<file path="src/sv/multi_format_yuv_to_rgbx_macros.svh">
// Assertion helpers shared by the converter RTL.
`ifndef MULTI_FORMAT_YUV_TO_RGBX_MACROS_SVH
`define MULTI_FORMAT_YUV_TO_RGBX_MACROS_SVH

// Same-cycle implication, checked on the rising clock edge outside reset.
`define MFY_ASSERT_NOW(label, ante, cons) \
    label: assert property (@(posedge i_clk) disable iff (!i_rst_n) (ante) |-> (cons)) \
        else $error("same-cycle check failed");

// Next-cycle implication, checked on the rising clock edge outside reset.
`define MFY_ASSERT_NEXT(label, ante, cons) \
    label: assert property (@(posedge i_clk) disable iff (!i_rst_n) (ante) |=> (cons)) \
        else $error("next-cycle check failed");

`endif

</file>
<file path="src/sv/mfy2rgb_pkg.sv">
package mfy2rgb_pkg;

    typedef enum logic [1:0] {
        FMT_NV21   = 2'd0,
        FMT_YUYV   = 2'd1,
        FMT_UYVY   = 2'd2,
        FMT_RGB888 = 2'd3
    } t_src_fmt;

    typedef struct packed {
        logic [7:0] byte0;
        logic [7:0] byte1;
        logic [7:0] byte2;
        logic [7:0] byte3;
        logic [7:0] byte4;
        logic [7:0] byte5;
        logic       single_pixel;
    } t_in_item;

    typedef struct packed {
        logic [7:0] red0;
        logic [7:0] green0;
        logic [7:0] blue0;
        logic [7:0] red1;
        logic [7:0] green1;
        logic [7:0] blue1;
        logic       second_valid;
    } t_out_item;

    // Limited-range luma gain: 0x0101 * 18997 folded into one constant.
    localparam logic [30:0] NV_YL_K = 31'd4882229;
    localparam logic [14:0] NV_VR_K = 15'd102;
    localparam logic [14:0] NV_VG_K = 15'd52;
    localparam logic [14:0] NV_UG_K = 15'd25;

    // Per-channel biases: coefficient * 128 plus the luma offset of -1160.
    localparam logic signed [17:0] NV_BR = -18'sd14216;
    localparam logic signed [17:0] NV_BG = 18'sd8696;
    localparam logic signed [17:0] NV_BB = -18'sd17544;

    localparam logic signed [24:0] Q14_VR = 25'sd22987;
    localparam logic signed [24:0] Q14_UG = -25'sd5636;
    localparam logic signed [24:0] Q14_VG = -25'sd11698;
    localparam logic signed [24:0] Q14_UB = 25'sd29049;

endpackage

</file>
<file path="src/sv/multi_format_yuv_to_rgbx.sv">
// Channel   Direction  Handshake                   Payload
// in        input      i_in_valid / o_in_ready     i_in_data  (t_in_item)
// out       output     o_out_valid / i_out_ready   o_out_data (t_out_item)
// cfg       input      i_cfg_valid / o_cfg_ready   i_cfg_data (source format)
//
// Three register stages: multiply, sum and shift, clamp into the output register.
// One request per cycle in steady state while the output is not stalled.
// Each stage moves on when it is empty or the stage after it moves, so bubbles close up
// and a stalled output still lets the earlier stages fill.
// Synchronous active-low reset clears the stage valid bits and the format (NV21).
`include "multi_format_yuv_to_rgbx_macros.svh"

module multi_format_yuv_to_rgbx
    import mfy2rgb_pkg::*;
(
    input  logic      i_clk,
    input  logic      i_rst_n,
    input  logic      i_in_valid,
    output logic      o_in_ready,
    input  t_in_item  i_in_data,
    output logic      o_out_valid,
    input  logic      i_out_ready,
    output t_out_item o_out_data,
    input  logic      i_cfg_valid,
    output logic      o_cfg_ready,
    input  logic [1:0] i_cfg_data
);

    typedef struct packed {
        t_in_item           raw;
        logic [7:0]         y0;
        logic [7:0]         y1;
        logic [14:0]        yl0;
        logic [14:0]        yl1;
        logic [14:0]        cr;
        logic [14:0]        cg;
        logic [14:0]        cb;
        logic signed [24:0] mr;
        logic signed [24:0] mgu;
        logic signed [24:0] mgv;
        logic signed [24:0] mb;
    } t_s1;

    typedef struct packed {
        logic signed [11:0] r0;
        logic signed [11:0] g0;
        logic signed [11:0] b0;
        logic signed [11:0] r1;
        logic signed [11:0] g1;
        logic signed [11:0] b1;
        logic               lone;
    } t_s2;

    t_src_fmt   r_fmt;
    logic [2:0] r_vld;
    logic [2:0] w_rdy;
    t_s1        r_s1, n_s1;
    t_s2        r_s2, n_s2;
    t_out_item  r_out, n_out;

    function automatic logic [7:0] clamp8(input logic signed [11:0] v);
        logic [7:0] res;
        if (v[11]) begin
            res = 8'd0;
        end else if (v[10:8] != 3'd0) begin
            res = 8'hff;
        end else begin
            res = v[7:0];
        end
        return res;
    endfunction

    assign w_rdy[2]    = !r_vld[2] || i_out_ready;
    assign w_rdy[1]    = !r_vld[1] || w_rdy[2];
    assign w_rdy[0]    = !r_vld[0] || w_rdy[1];
    assign o_in_ready  = w_rdy[0];
    assign o_out_valid = r_vld[2];
    assign o_out_data  = r_out;
    assign o_cfg_ready = 1'b1;

    always_ff @(posedge i_clk) begin
        if (!i_rst_n) begin
            r_fmt <= FMT_NV21;
            r_vld <= 3'b000;
        end else begin
            if (i_cfg_valid) begin
                r_fmt <= t_src_fmt'(i_cfg_data);
            end
            if (w_rdy[0]) begin
                r_vld[0] <= i_in_valid;
            end
            if (w_rdy[1]) begin
                r_vld[1] <= r_vld[0];
            end
            if (w_rdy[2]) begin
                r_vld[2] <= r_vld[1];
            end
        end
    end

    always_ff @(posedge i_clk) begin
        if (w_rdy[0] && i_in_valid) begin
            r_s1 <= n_s1;
        end
        if (w_rdy[1] && r_vld[0]) begin
            r_s2 <= n_s2;
        end
        if (w_rdy[2] && r_vld[1]) begin
            r_out <= n_out;
        end
    end

    // Stage 1: pick luma and chroma bytes for the format, then the constant products.
    always_comb begin
        logic [7:0]         y0, y1, u, v;
        logic signed [8:0]  du, dv;
        logic signed [24:0] du_x, dv_x;
        logic [30:0]        p0, p1;
        y0 = i_in_data.byte0;
        y1 = i_in_data.byte1;
        u  = i_in_data.byte3;
        v  = i_in_data.byte2;
        unique case (r_fmt)
            FMT_YUYV: begin
                y0 = i_in_data.byte0;
                y1 = i_in_data.byte2;
                u  = i_in_data.byte1;
                v  = i_in_data.byte3;
            end
            FMT_UYVY: begin
                y0 = i_in_data.byte1;
                y1 = i_in_data.byte3;
                u  = i_in_data.byte0;
                v  = i_in_data.byte2;
            end
            default: begin
                y0 = i_in_data.byte0;
                y1 = i_in_data.byte1;
                u  = i_in_data.byte3;
                v  = i_in_data.byte2;
            end
        endcase
        du   = $signed({1'b0, u}) - 9'sd128;
        dv   = $signed({1'b0, v}) - 9'sd128;
        du_x = {{16{du[8]}}, du};
        dv_x = {{16{dv[8]}}, dv};
        p0   = {23'd0, y0} * NV_YL_K;
        p1   = {23'd0, y1} * NV_YL_K;

        n_s1.raw = i_in_data;
        n_s1.y0  = y0;
        n_s1.y1  = y1;
        n_s1.yl0 = p0[30:16];
        n_s1.yl1 = p1[30:16];
        n_s1.cr  = {7'd0, v} * NV_VR_K;
        n_s1.cg  = {7'd0, v} * NV_VG_K + {7'd0, u} * NV_UG_K;
        n_s1.cb  = {u, 7'd0};
        n_s1.mr  = dv_x * Q14_VR;
        n_s1.mgu = du_x * Q14_UG;
        n_s1.mgv = dv_x * Q14_VG;
        n_s1.mb  = du_x * Q14_UB;
    end

    // Stage 2: for each channel, bias and floor shift (NV21) or luma add (YUYV, UYVY); RGB888 passes through.
    always_comb begin
        logic signed [17:0] yl0, yl1, cr, cg, cb;
        logic signed [17:0] nr0, ng0, nb0, nr1, ng1, nb1;
        logic signed [17:0] sr0, sg0, sb0, sr1, sg1, sb1;
        logic signed [24:0] mr, mb, mg, qr, qg, qb;
        logic signed [11:0] ys0, ys1, tr, tg, tb;
        yl0 = {3'b000, r_s1.yl0};
        yl1 = {3'b000, r_s1.yl1};
        cr  = {3'b000, r_s1.cr};
        cg  = {3'b000, r_s1.cg};
        cb  = {3'b000, r_s1.cb};
        nr0 = yl0 + cr + NV_BR;
        ng0 = yl0 - cg + NV_BG;
        nb0 = yl0 + cb + NV_BB;
        nr1 = yl1 + cr + NV_BR;
        ng1 = yl1 - cg + NV_BG;
        nb1 = yl1 + cb + NV_BB;
        sr0 = nr0 >>> 6;
        sg0 = ng0 >>> 6;
        sb0 = nb0 >>> 6;
        sr1 = nr1 >>> 6;
        sg1 = ng1 >>> 6;
        sb1 = nb1 >>> 6;

        mr  = r_s1.mr;
        mb  = r_s1.mb;
        mg  = r_s1.mgu + r_s1.mgv;
        qr  = mr >>> 14;
        qg  = mg >>> 14;
        qb  = mb >>> 14;
        tr  = qr[11:0];
        tg  = qg[11:0];
        tb  = qb[11:0];
        ys0 = {4'b0000, r_s1.y0};
        ys1 = {4'b0000, r_s1.y1};

        n_s2.lone = r_s1.raw.single_pixel;
        unique case (r_fmt)
            FMT_NV21: begin
                n_s2.r0 = sr0[11:0];
                n_s2.g0 = sg0[11:0];
                n_s2.b0 = sb0[11:0];
                n_s2.r1 = sr1[11:0];
                n_s2.g1 = sg1[11:0];
                n_s2.b1 = sb1[11:0];
            end
            FMT_YUYV, FMT_UYVY: begin
                n_s2.r0 = ys0 + tr;
                n_s2.g0 = ys0 + tg;
                n_s2.b0 = ys0 + tb;
                n_s2.r1 = ys1 + tr;
                n_s2.g1 = ys1 + tg;
                n_s2.b1 = ys1 + tb;
            end
            default: begin
                n_s2.r0 = {4'b0000, r_s1.raw.byte0};
                n_s2.g0 = {4'b0000, r_s1.raw.byte1};
                n_s2.b0 = {4'b0000, r_s1.raw.byte2};
                n_s2.r1 = {4'b0000, r_s1.raw.byte3};
                n_s2.g1 = {4'b0000, r_s1.raw.byte4};
                n_s2.b1 = {4'b0000, r_s1.raw.byte5};
            end
        endcase
    end

    // Stage 3: clamp, and blank the second pixel of a lone request.
    always_comb begin
        n_out.red0         = clamp8(r_s2.r0);
        n_out.green0       = clamp8(r_s2.g0);
        n_out.blue0        = clamp8(r_s2.b0);
        n_out.red1         = r_s2.lone ? 8'd0 : clamp8(r_s2.r1);
        n_out.green1       = r_s2.lone ? 8'd0 : clamp8(r_s2.g1);
        n_out.blue1        = r_s2.lone ? 8'd0 : clamp8(r_s2.b1);
        n_out.second_valid = !r_s2.lone;
    end

    `MFY_ASSERT_NEXT(a_s1_moves_on, r_vld[0] && !r_vld[1], r_vld[1])
    `MFY_ASSERT_NEXT(a_s1_held, r_vld[0] && !w_rdy[1], r_vld[0] && $stable(r_s1))
    `MFY_ASSERT_NOW(a_empty_ready, r_vld == 3'b000, o_in_ready)
    `MFY_ASSERT_NOW(a_lone_blank, o_out_valid && !o_out_data.second_valid, o_out_data.red1 == 8'd0 && o_out_data.green1 == 8'd0 && o_out_data.blue1 == 8'd0)

endmodule
</file>
<file path="config.mk">
export PLATFORM = sky130hd
export DESIGN_NAME = multi_format_yuv_to_rgbx
export DESIGN_NICKNAME = d
export VERILOG_FILES = /design/src/sv/mfy2rgb_pkg.sv /design/src/sv/multi_format_yuv_to_rgbx.sv
export VERILOG_INCLUDE_DIRS = /design/src /design/src/sv
export SDC_FILE = /design/constraint.sdc
export NUM_CORES = 2
export LEC_CHECK = 0
export ABC_AREA = 1
export BUFFER_PORTS_ARGS = -buffer_cell sky130_fd_sc_hd__buf_2
export CORE_MARGIN = 10
export CORE_UTILIZATION = 40
export CTS_CLUSTER_DIAMETER = 50
export DETAILED_ROUTE_END_ITERATION = 8
export GPL_TIMING_DRIVEN = 0
export HOLD_SLACK_MARGIN = 0.1
export SLEW_MARGIN = 20
export SYNTH_ARGS = -nofsm -noshare
export SYNTH_HDL_FRONTEND = slang
export SYNTH_SLANG_ARGS = --single-unit
</file>
<file path="constraint.sdc">
create_clock -name i_clk -period 19.2 [get_ports i_clk]
set_input_delay 3.84 -clock i_clk [delete_from_list [all_inputs] [get_ports i_clk]]
set_output_delay 3.84 -clock i_clk [all_outputs]
set_load 0.03 [all_outputs]
</file>
* After elaboration in Yosys (flattened, before gate mapping)
Index checks and enable logic that the tools add are counted.
** Operators by class
- Add/sub/neg operators :: 22
- $mul :: 9
- Equal/unequal tests :: 2
- Muxes and demuxes :: 11
- Reduce and logical (&&, ||, !) cells :: 21
** Operators by type and width (number)
- 72-bit one-hot mux with 2 select lines :: 1
- 9-bit by 11-bit adder with 12-bit output :: 6
- 15-bit by 15-bit adder with 16-bit output :: 4
- 8-bit two-way mux :: 8
- 8-bit by 23-bit multiplier with 31-bit output (second input constant) :: 2
- 9-bit by 16-bit multiplier with 25-bit output (second input constant) :: 2
- 17-bit by 15-bit adder with 18-bit output (second input constant) :: 2
- 17-bit by 16-bit adder with 18-bit output (second input constant) :: 2
- 16-bit by 15-bit adder with 17-bit output (second input constant) :: 2
- 8-bit one-hot mux with 2 select lines :: 2
- 15-bit by 15-bit subtractor with 16-bit output :: 2
- 25-bit adder :: 1
- 9-bit by 14-bit multiplier with 23-bit output (second input constant) :: 1
- 9-bit by 12-bit multiplier with 21-bit output (second input constant) :: 1
- 3-bit nonzero test :: 6
- 8-bit by 8-bit subtractor with 9-bit output (second input constant) :: 2
- 14-bit by 13-bit adder with 15-bit output :: 1
- 8-bit by 6-bit multiplier with 14-bit output (second input constant) :: 1
- 8-bit by 5-bit multiplier with 13-bit output (second input constant) :: 1
- 8-bit by 4-bit multiplier with 12-bit output (second input constant) :: 1
- 2-bit OR reduction :: 4
- 1-bit logical NOT :: 4
- 1-bit logical AND :: 3
- 1-bit logical OR :: 3
- other kinds (3) :: 3
** Storage, ports and cells
- Bits in registers :: 356
- Input port bits :: 56
- Output and inout port bits :: 52
- Logic and storage cells :: 101

* Logic depth before layout (Yosys ltp)
- Word-level depth :: 5
- Gate-level depth with buffers :: 30
- Mapped depth without buffers :: 28

* Worst setup path after synthesis
No wires, ideal clock.
- Path kind :: input-to-reg
- Start :: in i_in_data[32] in the netlist's numbering
- End :: reg r_s1[97] in the netlist's numbering, data pin
- Setup time :: 0.272 ns
- Data arrival time :: 8.888 ns
- Data required time :: 18.928 ns
- Setup slack :: 10.040 ns
- Stages on the path :: 20
- Buffers on the path :: 0
- Cell sequence :: inv_1 > o21ai_0 > inv_1 > ha_1 > ha_1 > inv_1 > fa_1 > inv_1 > fa_1 > fa_1 > ha_1 > nand2_1 > o21ai_0 > nand2_1 > nand3_1 > a21oi_1 > o21ai_0 > nand3_1 > nand2_1 > xor2_1
** RTL lines
- from (decl) :: line multi_format_yuv_to_rgbx.sv:20 : input t_in_item i_in_data,
- to (signal assigned) :: line multi_format_yuv_to_rgbx.sv:103 : r_s1 <= n_s1;
- to (decl) :: line multi_format_yuv_to_rgbx.sv:57 : t_s1 r_s1, n_s1;

==> results.sh <==
export IMPL_outcome="complete, no violations"
export IMPL_portBuffers=106
export IMPL_maxSlewHeadroom=0.3195
export IMPL_dr_pass1_iters=6
export IMPL_synth_ff_type="edfxtp_1"
export IMPL_final_antenna_net_count=0
export IMPL_fin_crit_sh=0.5093
export IMPL_grt_pass1_wl_mm=177.1
export IMPL_top_usage_layer="met2"
export IMPL_cp_cell_sequence="buf_2 > o21ai_0 > inv_1 > ha_1 > fa_1 > inv_1 > fa_1 > xnor2_1 > ha_1 > fa_1 > inv_1 > fa_1 > inv_1 > ha_1 > a21oi_1 > o21ai_0 > a21oi_1 > inv_1 > a21oi_1 > o21ai_0 > a21oi_1 > o21bai_1"
export IMPL_grt_pass1_vias=29070
export IMPL_htreeDepth=2
export IMPL_ctsResizeCount=0
export IMPL_rsz0062_at_grt="false"
export IMPL_synth_edf_count=315
export IMPL_use_met1=0.3146
export IMPL_hold_start="n_s2[0]"
export IMPL_finalSetupViolations=0
export IMPL_grt_max_degree=109
export IMPL_syn_area_per_cell_um2=8.309
export IMPL_reg2reg_from="r_fmt[1]"
export IMPL_cts_root_buf="clkbuf_16"
export IMPL_syn_area_um2=37080
export IMPL_drt_initial_drc_count=2688
export IMPL_critPathMostFrequentCell="inv_1"
export IMPL_wirelength_mm=117.7
export IMPL_tns_ns=0
export IMPL_hold_class="reg2reg"
export IMPL_yosys_top_cells_area="edfxtp_1, ha_1, fa_1"
export IMPL_overflow=0
export IMPL_fin_nets=5532
export IMPL_dieArea_um2=105300
export IMPL_rows=111
export IMPL_cts_reportedPaths_clkPinSlew_ns=0.06
export IMPL_cp_slowest_cell="o21ai_0"
export IMPL_grt_usage=0.2185
export IMPL_syn_inst=4462
export IMPL_max_freq_mhz=102.3
export IMPL_min_to="r_s2[0]"
export IMPL_post_cts_buffers=0
export IMPL_grt_use_met2=0.3273
export IMPL_slowest_delay_ns=0.79
export IMPL_end_kind="flip-flop"
export IMPL_start_util=0.4039
export IMPL_cpLargestDelayFamily="adder cells"
export IMPL_slew_viol_final=0
export IMPL_syn_num_nets=5368
export IMPL_async_flop_share=0
export IMPL_yosysTopAreaCellShare=0.2551
export IMPL_min_period_ns=9.778
export IMPL_hold_depth=0
export IMPL_critPathLaunchType="input port"
export IMPL_synth_cell_type_count=58
export IMPL_crit_type="in2reg"
export IMPL_clock_latency_ns=0.61
export IMPL_ys_ff_latch=320
export IMPL_hpwl_mm=100.7
export IMPL_numCtsBuffers=44
export IMPL_routed_via_count=30450
export IMPL_drive_gt1_frac=0.05945
export IMPL_cts_sinks=320
export IMPL_reg2reg_slack_ns=11.79
export IMPL_maxCapViolations=0
export IMPL_met3_usage=0.03892
export IMPL_via_per_inst=5.159
export IMPL_io_pins=108
export IMPL_layout_area_overhead_vs_synth_pct=10.01
export IMPL_clk_path_buf_depth=3
export IMPL_worstPathRequired_ns=19.54
export IMPL_skew_ns=0.02956
export IMPL_n_antenna_cell=0
export IMPL_worstMarginPinSlew_ns=1.010
export IMPL_crit_arrival_ns=10.12
export IMPL_ys_warn_count=0
export IMPL_core_um2=91800
export IMPL_seq_area_frac_synth=0.2578
export IMPL_drcViolationCount=0
export IMPL_worstRegToRegCells=24
export IMPL_crit_fanout=8
export IMPL_gp_congestion=0.9953
export IMPL_wl_per_cell_um=19.95
export IMPL_cts_hold_fix_buffers=0
export IMPL_cts_tree="built"
export IMPL_antenna_found_initial=1
export IMPL_fp_dieW_um=324.5
export IMPL_die_h_um=324.5
export IMPL_finalHoldViolCount=0
export IMPL_worst_path_buf_inv=6
export IMPL_regToRegEndpoint="r_s1[129]"
export IMPL_synth_top_cell_by_area="edfxtp_1"
## sequential cells by signal, indices dropped and copies added (netlist names)
name,flops
r_vld,3
r_s2,73
o_out_data,49
n_s2,1
r_s1,192
r_fmt,2
## cell usage in the layout, fill, tap and decap left out, types with 14 or more instances in the layout
cell type,Yosys,routed
fa_1,240,240
ha_1,610,610
nand3b_1,17,17
a21oi_1,338,337
clkbuf_1,28,35
nor3_1,36,36
clkbuf_16,0,45
xor2_1,94,94
a31oi_1,46,46
nor2_1,304,304
o21ai_2,11,17
or2_2,14,14
buf_2,6,112
nand2_1,807,807
xnor2_1,48,48
o21ai_1,9,17
o21ai_0,236,222
edfxtp_1,315,315
nand2_2,14,14
inv_1,890,888
a21o_1,19,19
nand4_1,35,35
nand3_1,215,215
o21bai_1,15,15
## worst max-delay path by stage
stage                        from         to  slack [ns]  depth (start not counted)
finish              i_in_data[27]  r_s1[129]        9.42                         22
global route        i_in_data[27]  r_s1[129]        9.13                         22
CTS                 i_in_data[27]  r_s1[129]        9.32                         22
detailed placement  i_in_data[27]  r_s1[129]        8.75                         22
global placement    i_in_data[32]   r_s1[97]        7.87                         21
floorplan           i_in_data[32]   r_s1[97]       10.04                         20
## metal layers
layer	wire length [um]	vias to the layer above
li1	-	15020
met1	55490	14270
met2	49390	1015
met3	8693	148
met4	4155	2
met5	13	-
## Yosys cell counts (all sizes together) (4+ instances only)
cell type,n
nand3b,17
xnor2,49
edfxtp,315
or3,6
dfxtp,5
a211oi,4
fa,240
or2,18
buf,15
nor2,315
and2,6
nand2,821
o22ai,4
o21ai,257
inv,897
a31oi,46
o31ai,4
o211ai,10
xor2,95
ha,610
nand4,35
o21a,8
a21boi,4
o221ai,4
clkbuf,28
nor3,37
nand3,223
a21o,19
o21bai,15
a21oi,341
## stage by stage
stage            util  std cells  worst slack (ns)  cell area (um^2)  hold WS [ns]
2_1_floorplan       -       4462             10.04             37080        0.4003
3_3_place_gp   0.4266       5811             7.871             39160        0.4034
3_5_place_dp   0.4291       5823             8.749             39390        0.4157
4_1_cts        0.4443       5902             9.323             40790        0.4463
5_1_grt        0.4443       5902             9.133             40790        0.4571
6_report       0.4443       5902             9.422             40790        0.4400
## kinds of logic (layout without fill, tap and decap cells)
family	count (synthesis)	in the layout	share of synthesized area
adder cells (fa/ha/maj)	850	850	0.3354
buffers and inverters	940	1137	0.09618
AND/OR/NAND/NOR	1482	1482	0.1688
other	1	1	0.0001011
flip-flops	320	320	0.2578
AO/OA/AOI/OAI	725	725	0.1069
XOR/XNOR	144	144	0.03473
## area by class of cell
| class | instances | area, um^2 |
|---|---|---|
| fill | 9180 | 51010 |
| multi-input combinational | 3202 | 23980 |
| sequential | 320 | 9559 |
| inverter | 897 | 3377 |
| tap | 1243 | 1555 |
| clock buffer | 52 | 1152 |
| timing repair buffer | 118 | 719.4 |
| clock inverter | 27 | 241.5 |
| buffer | 43 | 198.9 |
Power is left out: the tool's default activity adds up to more than one toggle a clock period on the data nets, which glitch-free logic cannot reach.
